### config.mk
export PLATFORM = sky130hd
export DESIGN_NAME = interacting_exclusion_ring_hop
export DESIGN_NICKNAME = d
export VERILOG_FILES = /design/src/hw/rtl/iehop_pkg.sv /design/src/hw/rtl/iehop_ring_mem.sv /design/src/hw/rtl/interacting_exclusion_ring_hop.sv
export VERILOG_INCLUDE_DIRS = /design/src /design/src/hw/rtl
export SDC_FILE = /design/constraint.sdc
export NUM_CORES = 1
export LEC_CHECK = 0
export ABC_AREA = 1
export BUFFER_PORTS_ARGS = -buffer_cell sky130_fd_sc_hd__clkbuf_2
export CORE_AREA = 2 2 206 208
export DETAILED_ROUTE_END_ITERATION = 7
export DIE_AREA = 0 0 208 210
export PLACE_DENSITY = 0.65
export SETUP_SLACK_MARGIN = 0.4
export SYNTH_ARGS = -nofsm -noshare
export SYNTH_HDL_FRONTEND = slang
export SYNTH_HIERARCHICAL = 1
export SYNTH_SLANG_ARGS = --single-unit
### constraint.sdc
create_clock -name clk -period 6 [get_ports clk]
set_clock_uncertainty 0.15 [all_clocks]
set_input_delay 0.3 -clock clk [delete_from_list [all_inputs] [get_ports clk]]
set_output_delay 0.3 -clock clk [all_outputs]
set_load 0.1 [all_outputs]
### src/hw/rtl/interacting_exclusion_ring_hop_assert.svh
// ----------------------------------------------------------------------------
// Assertion macros for the exclusion ring hop block
// Clocked property checks that report through $error.
// ----------------------------------------------------------------------------
`ifndef INTERACTING_EXCLUSION_RING_HOP_ASSERT_SVH
`define INTERACTING_EXCLUSION_RING_HOP_ASSERT_SVH

// Check sampled on clk, switched off while rst is high.
`define IEH_ASSERT(label, prop, msg) \
  label: assert property (@(posedge clk) disable iff (rst) (prop)) else $error(msg);

// Check sampled on clk that also holds through reset.
`define IEH_ASSERT_ALWAYS(label, prop, msg) \
  label: assert property (@(posedge clk) (prop)) else $error(msg);

`endif

### src/hw/rtl/iehop_pkg.sv
// ----------------------------------------------------------------------------
// iehop_pkg
// Shared types and constants of the exclusion ring hop block.
// ----------------------------------------------------------------------------
`default_nettype none

package iehop_pkg;

  localparam int SITE_W     = 7;
  localparam int SITE_CODES = 2 ** SITE_W;
  localparam int THR_W      = 32;
  localparam int CNT_W      = 32;
  localparam int CFG_IDX_W  = 2;

  // about 0.01 as a fraction of 2^32
  localparam logic [THR_W-1:0] THRESH_RESET = 32'd42949673;
  localparam logic [CNT_W-1:0] COUNT_MAX    = 32'hFFFF_FFFF;

  localparam logic OP_WRITE = 1'b0;
  localparam logic OP_HOP   = 1'b1;

  localparam logic [CFG_IDX_W-1:0] REG_BASE      = 2'd0;
  localparam logic [CFG_IDX_W-1:0] REG_REPULSION = 2'd1;
  localparam logic [CFG_IDX_W-1:0] REG_BINDING   = 2'd2;

  typedef struct packed {
    logic              operation;
    logic [SITE_W-1:0] site_index;
    logic              occupancy_value;
    logic [THR_W-1:0]  random_fraction;
    logic              measure_enable;
  } req_t;

  typedef struct packed {
    logic             hop_done;
    logic             site_occupied;
    logic [CNT_W-1:0] current_total;
  } result_t;

  typedef enum logic [3:0] {
    ST_CLEAR,
    ST_IDLE,
    ST_WRITE,
    ST_RD_PREV,
    ST_RD_SITE,
    ST_RD_NEXT,
    ST_RD_NNEXT,
    ST_DECIDE,
    ST_WR_NEXT
  } state_t;

endpackage

`default_nettype wire

### src/hw/rtl/iehop_ring_mem.sv
// ----------------------------------------------------------------------------
// iehop_ring_mem
// Single-bit site occupancy RAM, one write and one registered read port.
// ----------------------------------------------------------------------------
`default_nettype none

module iehop_ring_mem #(
  parameter int DEPTH = 128,
  parameter int AW    = 7
) (
  input  wire logic          clk,
  input  wire logic          we,
  input  wire logic [AW-1:0] waddr,
  input  wire logic          wdata,
  input  wire logic [AW-1:0] raddr,
  output logic               rdata
);

  logic mem [DEPTH];

  always_ff @(posedge clk) begin
    if (we) begin
      mem[waddr] <= wdata;
    end
    rdata <= mem[raddr];
  end

endmodule

`default_nettype wire

### src/hw/rtl/interacting_exclusion_ring_hop.sv
// ----------------------------------------------------------------------------
// interacting_exclusion_ring_hop
// Ring of site occupancies with threshold-gated particle hops and a
// saturating current counter at the middle site.
// ----------------------------------------------------------------------------
// Usage:
//   A request is taken on a rising edge with start high and busy low. A write
//   request stores one occupancy bit; a hop request moves the particle at
//   site_index to the next site when that site is empty and random_fraction
//   is at or below the threshold picked by the sites behind and two ahead.
//   Each request gives one result, shown for one cycle with done high; the
//   receiver cannot stall it. Thresholds are written through cfg_write,
//   cfg_index and cfg_data; the user must write them only while the block is
//   idle, which the block itself does not enforce. The occupancy RAM has a
//   single read port, so the four neighbor reads of a hop go out one per cycle
//   before the two write-backs. The next request may be accepted in the cycle
//   done is high.
//   Reset: thresholds return to about 0.01 and the counter to zero; then a
//   clearing pass empties every RAM site with busy held high.
// ----------------------------------------------------------------------------
`default_nettype none

`include "interacting_exclusion_ring_hop_assert.svh"

module interacting_exclusion_ring_hop #(
  parameter int RING_SITES = 128
) (
  input  wire logic                            clk,
  input  wire logic                            rst,
  input  wire logic                            start,
  output logic                                 busy,
  input  wire iehop_pkg::req_t                 req,
  output logic                                 done,
  output iehop_pkg::result_t                   result,
  input  wire logic                            cfg_write,
  input  wire logic [iehop_pkg::CFG_IDX_W-1:0] cfg_index,
  input  wire logic [iehop_pkg::THR_W-1:0]     cfg_data
);

  localparam int AW = $clog2(RING_SITES);
  localparam logic [AW-1:0] LAST_SITE = AW'(RING_SITES - 1);
  localparam logic [AW-1:0] MID_SITE  = AW'(RING_SITES / 2 - 1);

  function automatic logic [AW-1:0] ring_inc(input logic [AW-1:0] s);
    ring_inc = (s == LAST_SITE) ? '0 : s + AW'(1);
  endfunction

  function automatic logic [AW-1:0] ring_dec(input logic [AW-1:0] s);
    ring_dec = (s == '0) ? LAST_SITE : s - AW'(1);
  endfunction

  iehop_pkg::state_t state, state_next;

  logic [iehop_pkg::THR_W-1:0] base_threshold;
  logic [iehop_pkg::THR_W-1:0] repulsion_threshold;
  logic [iehop_pkg::THR_W-1:0] binding_threshold;
  logic [iehop_pkg::CNT_W-1:0] hop_counter, hop_counter_next;

  iehop_pkg::req_t item;
  logic [AW-1:0]   site;
  logic [AW-1:0]   clr_addr;
  logic            occ_prev, occ_site, occ_next;
  logic            hopped;

  logic            mem_we;
  logic [AW-1:0]   mem_waddr;
  logic            mem_wdata;
  logic [AW-1:0]   mem_raddr;
  logic            mem_rdata;

  logic [iehop_pkg::THR_W-1:0] thr;
  logic                        hop_now;
  logic [AW-1:0]               site_next;

  // site_index reduced modulo the ring size, as a constant lookup
  logic [AW-1:0] site_map [iehop_pkg::SITE_CODES];

  for (genvar g = 0; g < iehop_pkg::SITE_CODES; g++) begin : g_site_map
    assign site_map[g] = AW'(g % RING_SITES);
  end

  assign site_next = ring_inc(site);

  iehop_ring_mem #(
    .DEPTH (RING_SITES),
    .AW    (AW)
  ) u_ring (
    .clk   (clk),
    .we    (mem_we),
    .waddr (mem_waddr),
    .wdata (mem_wdata),
    .raddr (mem_raddr),
    .rdata (mem_rdata)
  );

  // In ST_DECIDE the RAM output holds the site two ahead.
  always_comb begin
    if (occ_prev == mem_rdata) begin
      thr = base_threshold;
    end else if (occ_prev) begin
      thr = repulsion_threshold;
    end else begin
      thr = binding_threshold;
    end
    hop_now = occ_site && !occ_next && (item.random_fraction <= thr);
  end

  // Next state
  always_comb begin
    state_next = state;
    unique case (state)
      iehop_pkg::ST_CLEAR: begin
        if (clr_addr == LAST_SITE) state_next = iehop_pkg::ST_IDLE;
      end
      iehop_pkg::ST_IDLE: begin
        if (start) begin
          state_next = (req.operation == iehop_pkg::OP_HOP) ?
                       iehop_pkg::ST_RD_PREV : iehop_pkg::ST_WRITE;
        end
      end
      iehop_pkg::ST_WRITE:    state_next = iehop_pkg::ST_IDLE;
      iehop_pkg::ST_RD_PREV:  state_next = iehop_pkg::ST_RD_SITE;
      iehop_pkg::ST_RD_SITE:  state_next = iehop_pkg::ST_RD_NEXT;
      iehop_pkg::ST_RD_NEXT:  state_next = iehop_pkg::ST_RD_NNEXT;
      iehop_pkg::ST_RD_NNEXT: state_next = iehop_pkg::ST_DECIDE;
      iehop_pkg::ST_DECIDE:   state_next = iehop_pkg::ST_WR_NEXT;
      iehop_pkg::ST_WR_NEXT:  state_next = iehop_pkg::ST_IDLE;
      default:                state_next = iehop_pkg::ST_IDLE;
    endcase
  end

  // RAM control and busy
  always_comb begin
    busy      = 1'b1;
    mem_we    = 1'b0;
    mem_waddr = site;
    mem_wdata = 1'b0;
    mem_raddr = site;
    unique case (state)
      iehop_pkg::ST_CLEAR: begin
        mem_we    = 1'b1;
        mem_waddr = clr_addr;
      end
      iehop_pkg::ST_IDLE: begin
        busy = 1'b0;
      end
      iehop_pkg::ST_WRITE: begin
        mem_we    = 1'b1;
        mem_wdata = item.occupancy_value;
      end
      iehop_pkg::ST_RD_PREV:  mem_raddr = ring_dec(site);
      iehop_pkg::ST_RD_SITE:  mem_raddr = site;
      iehop_pkg::ST_RD_NEXT:  mem_raddr = site_next;
      iehop_pkg::ST_RD_NNEXT: mem_raddr = ring_inc(site_next);
      iehop_pkg::ST_DECIDE: begin
        mem_we = hop_now;
      end
      iehop_pkg::ST_WR_NEXT: begin
        mem_we    = hopped;
        mem_waddr = site_next;
        mem_wdata = 1'b1;
      end
      default: busy = 1'b1;
    endcase
  end

  always_comb begin
    hop_counter_next = hop_counter;
    if (state == iehop_pkg::ST_WR_NEXT && hopped && site == MID_SITE &&
        item.measure_enable && hop_counter != iehop_pkg::COUNT_MAX) begin
      hop_counter_next = hop_counter + iehop_pkg::CNT_W'(1);
    end
  end

  always_ff @(posedge clk) begin
    if (rst) begin
      state               <= iehop_pkg::ST_CLEAR;
      clr_addr            <= '0;
      hop_counter         <= '0;
      base_threshold      <= iehop_pkg::THRESH_RESET;
      repulsion_threshold <= iehop_pkg::THRESH_RESET;
      binding_threshold   <= iehop_pkg::THRESH_RESET;
      done                <= 1'b0;
    end else begin
      state       <= state_next;
      hop_counter <= hop_counter_next;
      done        <= (state == iehop_pkg::ST_WRITE) || (state == iehop_pkg::ST_WR_NEXT);
      if (state == iehop_pkg::ST_CLEAR) begin
        clr_addr <= clr_addr + AW'(1);
      end
      if (cfg_write) begin
        case (cfg_index)
          iehop_pkg::REG_BASE:      base_threshold      <= cfg_data;
          iehop_pkg::REG_REPULSION: repulsion_threshold <= cfg_data;
          iehop_pkg::REG_BINDING:   binding_threshold   <= cfg_data;
          default: ;
        endcase
      end
    end
  end

  // Request capture, neighbor samples and result payload
  always_ff @(posedge clk) begin
    if (state == iehop_pkg::ST_IDLE && start) begin
      item <= req;
      site <= site_map[req.site_index];
    end
    if (state == iehop_pkg::ST_RD_SITE)  occ_prev <= mem_rdata;
    if (state == iehop_pkg::ST_RD_NEXT)  occ_site <= mem_rdata;
    if (state == iehop_pkg::ST_RD_NNEXT) occ_next <= mem_rdata;
    if (state == iehop_pkg::ST_DECIDE)   hopped   <= hop_now;
    if (state == iehop_pkg::ST_WRITE) begin
      result.hop_done      <= 1'b0;
      result.site_occupied <= item.occupancy_value;
      result.current_total <= hop_counter;
    end
    if (state == iehop_pkg::ST_WR_NEXT) begin
      result.hop_done      <= hopped;
      result.site_occupied <= occ_site && !hopped;
      result.current_total <= hop_counter_next;
    end
  end

  `IEH_ASSERT(a_done_single, done |=> !done, "done held longer than one cycle")
  `IEH_ASSERT(a_accept_busy, (start && !busy) |=> busy, "request accepted without going busy")
  `IEH_ASSERT(a_hop_vacates, (done && result.hop_done) |-> !result.site_occupied,
    "hop result reports the source site still occupied")
  `IEH_ASSERT_ALWAYS(a_reset_quiet, $past(rst) |-> !done, "result strobe right after reset")

endmodule

`default_nettype wire

**Word-level counts from Yosys, hierarchy flattened**

Memories as Yosys holds them, arrays and structs flattened. A register that Yosys moved wholly into a read port is not among the register bits.
Index checks and enable logic that the tools add are counted.

- Register bits: 212
- Memory bits (writable): 128
- Memory bits (read-only): 896
- Input port bits: 80
- Output and inout port bits: 36
- Logic and storage cells: 83
- Memories kept: 2

Memory list:

| memory | depth | width | rd ports | clocked after Yosys merged registers in | write ports | RTL line | source |
|---|---|---|---|---|---|---|---|
| (no name shown) | 128 | 7 | 1 | 1 | 0 | interacting_exclusion_ring_hop.sv:206 | `site <= site_map[req.site_index];` |
| u_ring.mem | 128 | 1 | 1 | 1 | 1 | iehop_ring_mem.sv:19 | `logic mem [DEPTH];` |

- Add/sub/neg operators: 5
- $lt $le $gt $ge: 1
- Equality and inequality tests: 18
- Multiplexer cells: 19
- Bitwise logic cells: 1
- Reductions and logical operators: 20

Operators by type and width:

| operator | count |
|---|---|
| 2-to-1 mux 32 bit | 3 |
| 2-to-1 mux 34 bit | 2 |
| adder 32 x 1 -> 32 bit (second input constant) | 1 |
| <= comparator 32 bit | 1 |
| != test 32 bit (second input constant) | 1 |
| one-hot mux 4 bit (7 select lines) | 1 |
| adder 7 x 1 -> 7 bit (second input constant) | 3 |
| equality test 7 bit (second input constant) | 3 |
| 2-to-1 mux 7 bit | 3 |
| one-hot mux 7 bit (3 select lines) | 1 |
| equality test 4 x 3 -> 1 bit (second input constant) | 4 |
| one-hot mux 7 bit (2 select lines) | 1 |
| equality test 4 x 2 -> 1 bit (second input constant) | 2 |
| logical AND 1 bit | 8 |
| 2-to-1 mux 4 bit | 2 |
| inverter 7 -> 8 bit | 1 |
| AND reduction 2 bit | 4 |
| equality test 7 x 6 -> 1 bit (second input constant) | 1 |
| logical NOT 7 bit | 1 |
| subtractor 7 x 1 -> 7 bit (second input constant) | 1 |
| equality test 4 x 1 -> 1 bit (second input constant) | 1 |
| equality test 4 bit (second input constant) | 1 |
| logical NOT 4 bit | 1 |
| 2-to-1 mux 1 bit | 4 |
| other kinds (11) | 13 |

**Logic depth before layout (Yosys ltp)**

Gate-level depths: netlist of run 1.

- Depth after elaboration: 7
- Mapped depth: 25
- Mapped depth without buffers: 22

**By module**

Netlist of run 1, hierarchy kept.

Modules (own cells, without submodules):

| module | times used | cells an instance | area an instance (µm²) | sequential area each (µm²) |
|---|---|---|---|---|
| interacting_exclusion_ring_hop | 1 | 1,264 | 10,465.0 | 5,175.0 |
| iehop_ring_mem | 1 | 620 | 5,926.9 | 3,863.7 |

**Least setup slack after synthesis of run 1**

No wires, ideal clock.

- Path type: reg-to-reg
- Start: register state[1]
- End: memory u_ring.mem[0], data pin
- Library setup time: 0.525 ns
- Arrival time: 3.358 ns
- Required time: 5.325 ns
- Slack: 1.967 ns
- Cell stages (with the launch flop): 8
- Path buffers: 1
- Clock period less this slack: 4.033 ns
- Cell sequence: dfxtp_1 buf_4 nor2_4 nand2_4 nor2_8 inv_1 nand2_1 o21a_1

- Longest elaborated chain between the ends: 2
- Elaborated cells between the ends (all ways): 3
- Classes of those cells: eq/ne (2); mux (1)

Ends and longest elaborated chain:

| element | RTL line | source |
|---|---|---|
| start: declaration | interacting_exclusion_ring_hop.sv:52 | `iehop_pkg::state_t state, state_next;` |
| start signal: assignment | interacting_exclusion_ring_hop.sv:177 | `state <= iehop_pkg::ST_CLEAR;` |
| start signal: assignment | interacting_exclusion_ring_hop.sv:185 | `state <= state_next;` |
| equality test 4 bit or equality test 4 x 2 -> 1 bit (tied branches) | interacting_exclusion_ring_hop.sv:139 | `unique case (state)` |
| one-hot mux 1 bit (2 select lines) * | interacting_exclusion_ring_hop.sv:139 |  |
| named net mem_wdata | interacting_exclusion_ring_hop.sv:67 | `logic mem_wdata;` |
| end: declaration | iehop_ring_mem.sv:19 |  |

Mark *: on every way through the listed nets, which the timed path passes. The rest lies on a longest branch.

**Worst setup path in the final report of run 1**

- Start: register occ_prev
- End: memory u_ring.mem[21] (enable)

- Longest elaborated chain between the ends: 7
- Elaborated cells between the ends (all ways): 8
- Classes of those cells: order compare (1); eq/ne (1); mux (5); reduce/logical (1)

Ends and longest elaborated chain:

| element | RTL line | source |
|---|---|---|
| start: declaration | interacting_exclusion_ring_hop.sv:62 | `logic occ_prev, occ_site, occ_next;` |
| start signal: assignment | interacting_exclusion_ring_hop.sv:208 | `if (state == iehop_pkg::ST_RD_SITE) occ_prev <= mem_rdata;` |
| 2-to-1 mux 32 bit or equality test 1 bit (tied branches) | interacting_exclusion_ring_hop.sv:100, interacting_exclusion_ring_hop.sv:98 |  |
| 2-to-1 mux 32 bit * | interacting_exclusion_ring_hop.sv:98 | `if (occ_prev == mem_rdata) begin` |
| <= comparator 32 bit * | interacting_exclusion_ring_hop.sv:105 | `hop_now = occ_site && !occ_next && (item.random_fraction <= thr);` |
| logical AND 1 bit * | interacting_exclusion_ring_hop.sv:105 |  |
| one-hot mux 1 bit (3 select lines) * | interacting_exclusion_ring_hop.sv:139 |  |
| named net mem_we | interacting_exclusion_ring_hop.sv:65 | `logic mem_we;` |
| 2-to-1 mux 1 bit * | iehop_ring_mem.sv:22 | `if (we) begin` |
| 2-to-1 mux 1 bit (not written as such) * | iehop_ring_mem.sv:23 | `mem[waddr] <= wdata;` |

Marked as above.

==> impl_metrics.csv, run 1 <==
group,metric,value,unit
critical_path,max_stage_delay,710,ps
synth,synth-seq-cells,348,
place,port-buffer-count,115,
pwr,vdd_drop_max,0.290,mV
drt,vias_per_cell,5.14,
sta,worst_pin_slew,1250,ps
global_routing,grt_max_degree,84,
floorplan,core,41500,um^2
drt,vias,13400,
sta,finalSetupTns,0,ps
clock_network,clock_path_buffers,3,
floorplan,initial_core_util,39.5,%
drt,routedWlPerCell,16.7,um
synth,synth_flop_cell,"edfxtp_1",
sta,setup_viol,0,
flow_run,drv_cap,0,
finish,layout_commonest_cell,"nand2_1",
drt,ant_nets,0,
clock_network,cts_setup_buffers,0,
synth,synth_seq_area_share,55.1,%
synth,avgSynthCellArea,8.70,um^2
place,post-dp-hpwl,28300,um
clock_network,path_clk_slew,70,ps
sta,hold_viol,0,
sta,period_share,82.4,%
critical_path,path_cells,"inv_1, nand2_1, buf_4, inv_1, nor2_2, buf_4, nand2_1, o221ai_1, ha_1, a21oi_1, nor2_1, nor2_1, nand2_1, nand2_1, nand2_1, nand2_1, nand2_1, nand2_1, nand3_1, nand2_1, nand2_1, nor2_1",
synth,synthTopCellsByArea,"edfxtp_1, dfxtp_1, nand2_1, nor2_1, nand3_1",
synth,synth.distinct_cells,41,
sta,slew_viol_final,0,
hold_path,hp-class,"primary input to flip-flop",
drt,first_pass_iters,5,
critical_path,critPathTopFamily,"simple AND/OR/NAND/NOR gates",
critical_path,path_common_cell,"nand2_1",
finish,seq_area,9040,um^2
synth,yosysWarnings,6,
global_routing,grt_overflow,0,
drt,wirelength,43600,um
floorplan,io_pins,116,
place,gp_congestion,0.896,
critical_path,worst_setup_path_end_kind,"flip-flop",
critical_path,start_kind,"flip-flop",
finish,layout_common_cells,"nand2_1, nor2_1, edfxtp_1",
finish,drive_above_1_share,13.0,%
global_routing,met3_usage,3.58,%
critical_path,slowest_stage,"nor2_2",
clock_network,cts_made_buffers,38,
drt,drt_iter0_markers,1125,
critical_path,path_max_fanout,33,
critical_path,worstPathArrival,5050,ps
sta,rsz0062_at_grt,"false",
synth,synthArstFlopShare,0,%
global_routing,grtUsageTotal,19.7,%
pwr,pwr_density_cell,331,nW/um^2
critical_path,required,6110,ps
finish,nNetsFinal,2161,
drt,drc,0,
synth,synth_edf_count,207,
finish,multi_input_area,6410,um^2
global_routing,grt_pass1_wl,68500,um
global_routing,grt_util_met2,32.7,%
global_routing,antenna_found_initial,1,
clock_network,cts_tree,"yes",
synth,synthesis.area,16400,um^2
critical_path,worst-setup-path-type,"flip-flop to flip-flop",
finish,synthToLayoutAreaGrowth,18.0,%
pwr,p_leak,7.77,nW
sta,maxSlewHeadroom,16.7,%
clock_network,clock_tree.root_cell,"clkbuf_16",
critical_path,cp_num_buf_inv,4,
sta,max_freq,0.202,GHz
finish,fin_util,46.6,%
clock_network,worstSkewPairLatency,550,ps
global_routing,busiest_layer,"met2",
clock_network,htreeDepth,2,
floorplan,chipWidth,208,um
global_routing,grt_util_met1,26.3,%
floorplan,die_area,43700,um^2
floorplan,rows,75,
synth,synthesis.nets,2001,
global_routing,first_global_vias,12700,
synth,synth_top_area_share,37.9,%
status,status,"completed",
finish,fill_cells,3937,
synth,syn-instance-count,1884,
sta,period_minus_slack,4940,ps
clock_network,cts_resized,0,
clock_network,cts.sinks,348,
floorplan,fp.dieH,210,um
synth,yosysTopAreaCell,"edfxtp_1",
## cell usage after synthesis, drive strengths merged (12+ instances only)
master	instances
nand2	561
nor2	240
edfxtp	207
nand3	167
inv	143
dfxtp	141
a21oi	94
o21ai	57
clkbuf	49
nor3	39
ha	37
buf	36
o221ai	36
xor2	24
nand4	15
o211ai	12
## worst min-delay path, stage by stage
cell	delay [ps]
clkbuf_2	110
inv_1	110
a21oi_1	110
nand2_1	70
a31oi_1	40
## power breakdown
part | switching [mW] | total, mW | internal (mW)
sequential | 0.0613 | 2.77 | 2.71
combinational | 1.04 | 1.33 | 0.288
clock | 0.967 | 2.31 | 1.34
total | 2.07 | 6.40 | 4.34
## layer usage
layer  part of all wire [%]  routed length (um)  vias up
li1                       -                   -     6603
met1                     43               18800     6304
met2                     48               20800      452
met3                    6.8                2950       69
met4                    2.5                1080        0
met5                      0                   0        -
## sequential cells by signal (all words and copies together) (netlist names)
register / cells
occ_next: 1
binding_threshold: 32
occ_prev: 1
state: 4
item: 34
site: 7
u_ring/rdata: 1
repulsion_threshold: 32
hop_counter: 32
result: 34
occ_site: 1
hopped: 1
base_threshold: 32
done: 1
u_ring/mem: 128
clr_addr: 7
## through the flow
stage	worst slack (ps)	hold slack, ps	instances	area (um^2)	total power [mW]
floorplan	1970	249	1884	16400	3.74
finish	1060	97.4	2613	19300	6.40
CTS	1130	50.5	2612	19300	6.46
detailed placement	1270	295	2469	17400	4.10
global placement	1310	289	2469	17400	4.07
global route	745	97.0	2613	19300	6.68
## final cells by class
type | count | area share (%)
clock inverter | 19 | 0.931
sequential | 348 | 46.7
antenna | 1 | 0.0129
timing repair buffer | 205 | 7.42
clock buffer | 50 | 5.46
tap | 539 | 3.49
inverter | 144 | 2.82
multi-input combinational | 1307 | 33.1
## final timing paths
| path | slack, ps | cells past startpoint | end | start |
|---|---|---|---|---|
| max | 1060 | 22 | u_ring/mem[21]$_DFFE_PP_ | occ_prev$_DFFE_PP_ |
| min | 100 | 5 | state[1]$_SDFFE_PP0P_ | start |
| max reg2reg | 1060 | 22 | u_ring/mem[21]$_DFFE_PP_ | occ_prev$_DFFE_PP_ |
| min reg2reg | 310 | 2 | base_threshold[24]$_SDFFE_PP0P_ | base_threshold[24]$_SDFFE_PP0P_ |
## what timing repair did
item | in CTS | in global routing
endpoints found under the hold margin | 138 | 0
hold buffers | 74 | 0
setup endpoints to repair | 0 | 0
## cell families after synthesis
group	Yosys count	synth area share [%]
xor+xnor	29	1.55
flops	348	55.1
buf+inv	229	5.85
simple gates	1031	26.3
fa+ha+maj	37	2.82
compound gates	210	8.30
Note: power is estimated with default switching activity, not from simulation.
==> run 2, diff against run 1 <==
ABC_AREA = 0   (was 1)
CORE_AREA = 2 2 202 204   (was 2 2 206 208)
DIE_AREA = 0 0 204 206   (was 0 0 208 210)
PLACE_DENSITY = 0.68   (was 0.65)
clock period = 4.1 ns   (was 6 ns; I/O delays follow)
==> impl_metrics.csv, run 2 <==
group,metric,value,unit
sta,worst_pin_slew,1150,ps
drt,first_pass_iters,5,
drt,wirelength,41700,um
global_routing,grt_max_degree,129,
synth,yosysMostFrequentCell,"nand2_1",
status,status,"completed",
global_routing,grtUsageTotal,19.4,%
clock_network,cts.sinks,348,
critical_path,path_cells,"nand2b_4, clkbuf_16, o22a_1, o21ai_2, ha_1, nand4_1, nor2_1, a221o_1, a211o_1, o32a_1, o21ai_1, buf_4, buf_6, nand4_1, or2_4, nor3_2",
critical_path,worst_setup_path_end_kind,"flip-flop",
global_routing,antenna_found_initial,0,
critical_path,path_common_cell,"nand4_1",
synth,synth_seq_area_share,57.2,%
finish,antenna_cells,0,
synth,synthTopCellsByArea,"edfxtp_1, dfxtp_1, nand2_1, nor2_1, mux4_2",
place,gp_congestion,0.861,
finish,nNetsFinal,1821,
synth,syn-instance-count,1464,
finish,top_register,"u_ring/mem",
flow_run,drv_cap,0,
critical_path,path_max_fanout,8,
finish,stdcell_count,2265,
drt,drc,0,
floorplan,rows,74,
floorplan,chipWidth,204,um
critical_path,slowest_stage,"edfxtp_1",
finish,synthToLayoutAreaGrowth,28.7,%
critical_path,cp_num_buf_inv,3,
synth,synthesis.area,15800,um^2
sta,slew_viol_final,0,
synth,synthArstFlopShare,0,%
finish,reg_top3,"u_ring/mem (128), item (34), result (34)",
place,dp_cells,2090,
synth,synth_common_cells,"nand2_1, edfxtp_1, nor2_1",
finish,drive_above_1_share,24.6,%
sta,max_freq,0.248,GHz
drt,vias,12200,
place,post-dp-hpwl,25700,um
synth,yosysTopAreaCell,"edfxtp_1",
drt,routedWlPerCell,18.4,um
sta,maxSlewHeadroom,22.9,%
synth,synthesis.nets,1581,
synth,yosysWarnings,6,
floorplan,die_area,42000,um^2
synth,avgSynthCellArea,10.8,um^2
clock_network,worstSkewPairLatency,570,ps
clock_network,cts_tree,"yes",
synth,synth_edf_count,207,
critical_path,start_kind,"flip-flop",
floorplan,core,40200,um^2
synth,synth.distinct_cells,63,
clock_network,path_clk_slew,60,ps
critical_path,max_stage_delay,430,ps
synth,synth_top_area_share,39.4,%
critical_path,cp.depth,16,
drt,drt_iter0_markers,1079,
sta,period_minus_slack,4040,ps
pwr,p_leak,7.44,nW
sta,setup_viol,0,
global_routing,grt_pass1_wl,64000,um
finish,largest_reg_flops,128,
sta,finalSetupTns,0,ps
critical_path,required,4190,ps
critical_path,worst-setup-path-type,"flip-flop to flip-flop",
floorplan,io_pins,116,
clock_network,clock_tree.root_cell,"clkbuf_16",
clock_network,htreeDepth,2,
critical_path,worstPathArrival,4130,ps
critical_path,reg2regPathDepth,16,
sta,hold_viol,0,
place,pre_cts_slack,-42.0,ps
hold_path,min_path_cells,2,
pwr,vdd_drop_max,0.351,mV
finish,fill_cells,3487,
critical_path,critPathTopFamily,"compound AO/OA/AOI/OAI gates",
sta,rsz0062_at_grt,"true",
floorplan,initial_core_util,39.3,%
sta,fin_ws,64.7,ps
hold_path,hp-class,"primary input to flip-flop",
clock_network,clock_path_buffers,3,
pwr,pwr_density_cell,371,nW/um^2
pwr,power.total,7.55,mW
floorplan,fp.dieH,206,um
global_routing,first_global_vias,11900,
place,port-buffer-count,115,
finish,layout_commonest_cell,"nand2_1",
sta,period_share,98.4,%
drt,ant_nets,0,
finish,layout_common_cells,"nand2_1, edfxtp_1, dfxtp_1",
synth,synth-seq-cells,348,
global_routing,grt_overflow,0,
synth,synth_flop_cell,"edfxtp_1",
clock_network,cts_made_buffers,37,
drt,vias_per_cell,5.38,
## run 2: cell types whose count changed in the layout (fill, tap and decap cells not counted), sizes merged, moves of 18 or more
| cell | delta |
|---|---|
| nand2 | -306 |
| inv | -129 |
| nand3 | -123 |
| buf | +79 |
| nor2 | -77 |
| nand3b | +46 |
| nor2b | +46 |
| mux4 | +33 |
| o221ai | -33 |
| xnor2 | +33 |
| o22a | +31 |
| nand4 | +18 |
| nor3 | -18 |
## run 2: worst paths after layout
path,startpoint,endpoint,slack [ps]
max,occ_prev$_DFFE_PP_,u_ring/mem[97]$_DFFE_PP_,60
min,rst,hop_counter[22]$_SDFF_PP0_,90
max reg2reg,occ_prev$_DFFE_PP_,u_ring/mem[97]$_DFFE_PP_,60
min reg2reg,base_threshold[28]$_SDFFE_PP0P_,base_threshold[28]$_SDFFE_PP0P_,300
## run 2: logic make-up (layout without fill, tap and decap cells)
group | after synthesis | after routing | synth area share (%)
buffers and inverters | 103 | 372 | 2.68
xor gates and xnor gates | 45 | 45 | 2.50
muxes | 46 | 46 | 5.71
AOI/OAI and AO/OA | 216 | 216 | 8.49
adders and majority gates | 37 | 37 | 2.93
DFF | 348 | 348 | 57.2
and+or+nand+nor | 669 | 669 | 20.5
## run 2: per-layer routing
layer  up-vias  share of wire [%]  track usage [%]
met5         -                  0                0
met1      5919                 42             25.1
met2       433                 49             33.1
li1       5765                  -                -
met4         0                2.5             6.42
met3        73                6.6             3.39
## run 2: layout make-up
type,count,area (um^2),share of cell area (%)
Clock buffer,44,972,4.78
Clock inverter,24,285,1.40
Inverter,14,52.6,0.258
Timing Repair Buffer,290,2400,11.8
Sequential cell,348,9040,44.5
Multi-Input combinational cell,1013,6910,34.0
Tap cell,532,666,3.27
## run 2: stage by stage
step	util, %	hold WS [ps]	cell area, um^2
2_1_floorplan	-	154	15900
3_3_place_gp	43.3	233	17400
3_5_place_dp	43.3	234	17400
4_1_cts	48.6	110	19500
5_1_grt	50.6	163	20300
6_report	50.6	92.9	20300
## run 2: repair_timing
item	in CTS	in global routing
hold buffers	76	0
pin swaps	3	60
buffers inserted	1	23
endpoints found under the hold margin	139	0
gates resized for setup	13	152
gates cloned	2	5
setup endpoints to repair	129	129
## run 2: power by group
group	internal, mW	switching, mW
Sequential	3.71	0.0248
Combinational	0.160	0.202
Clock	2.04	1.42
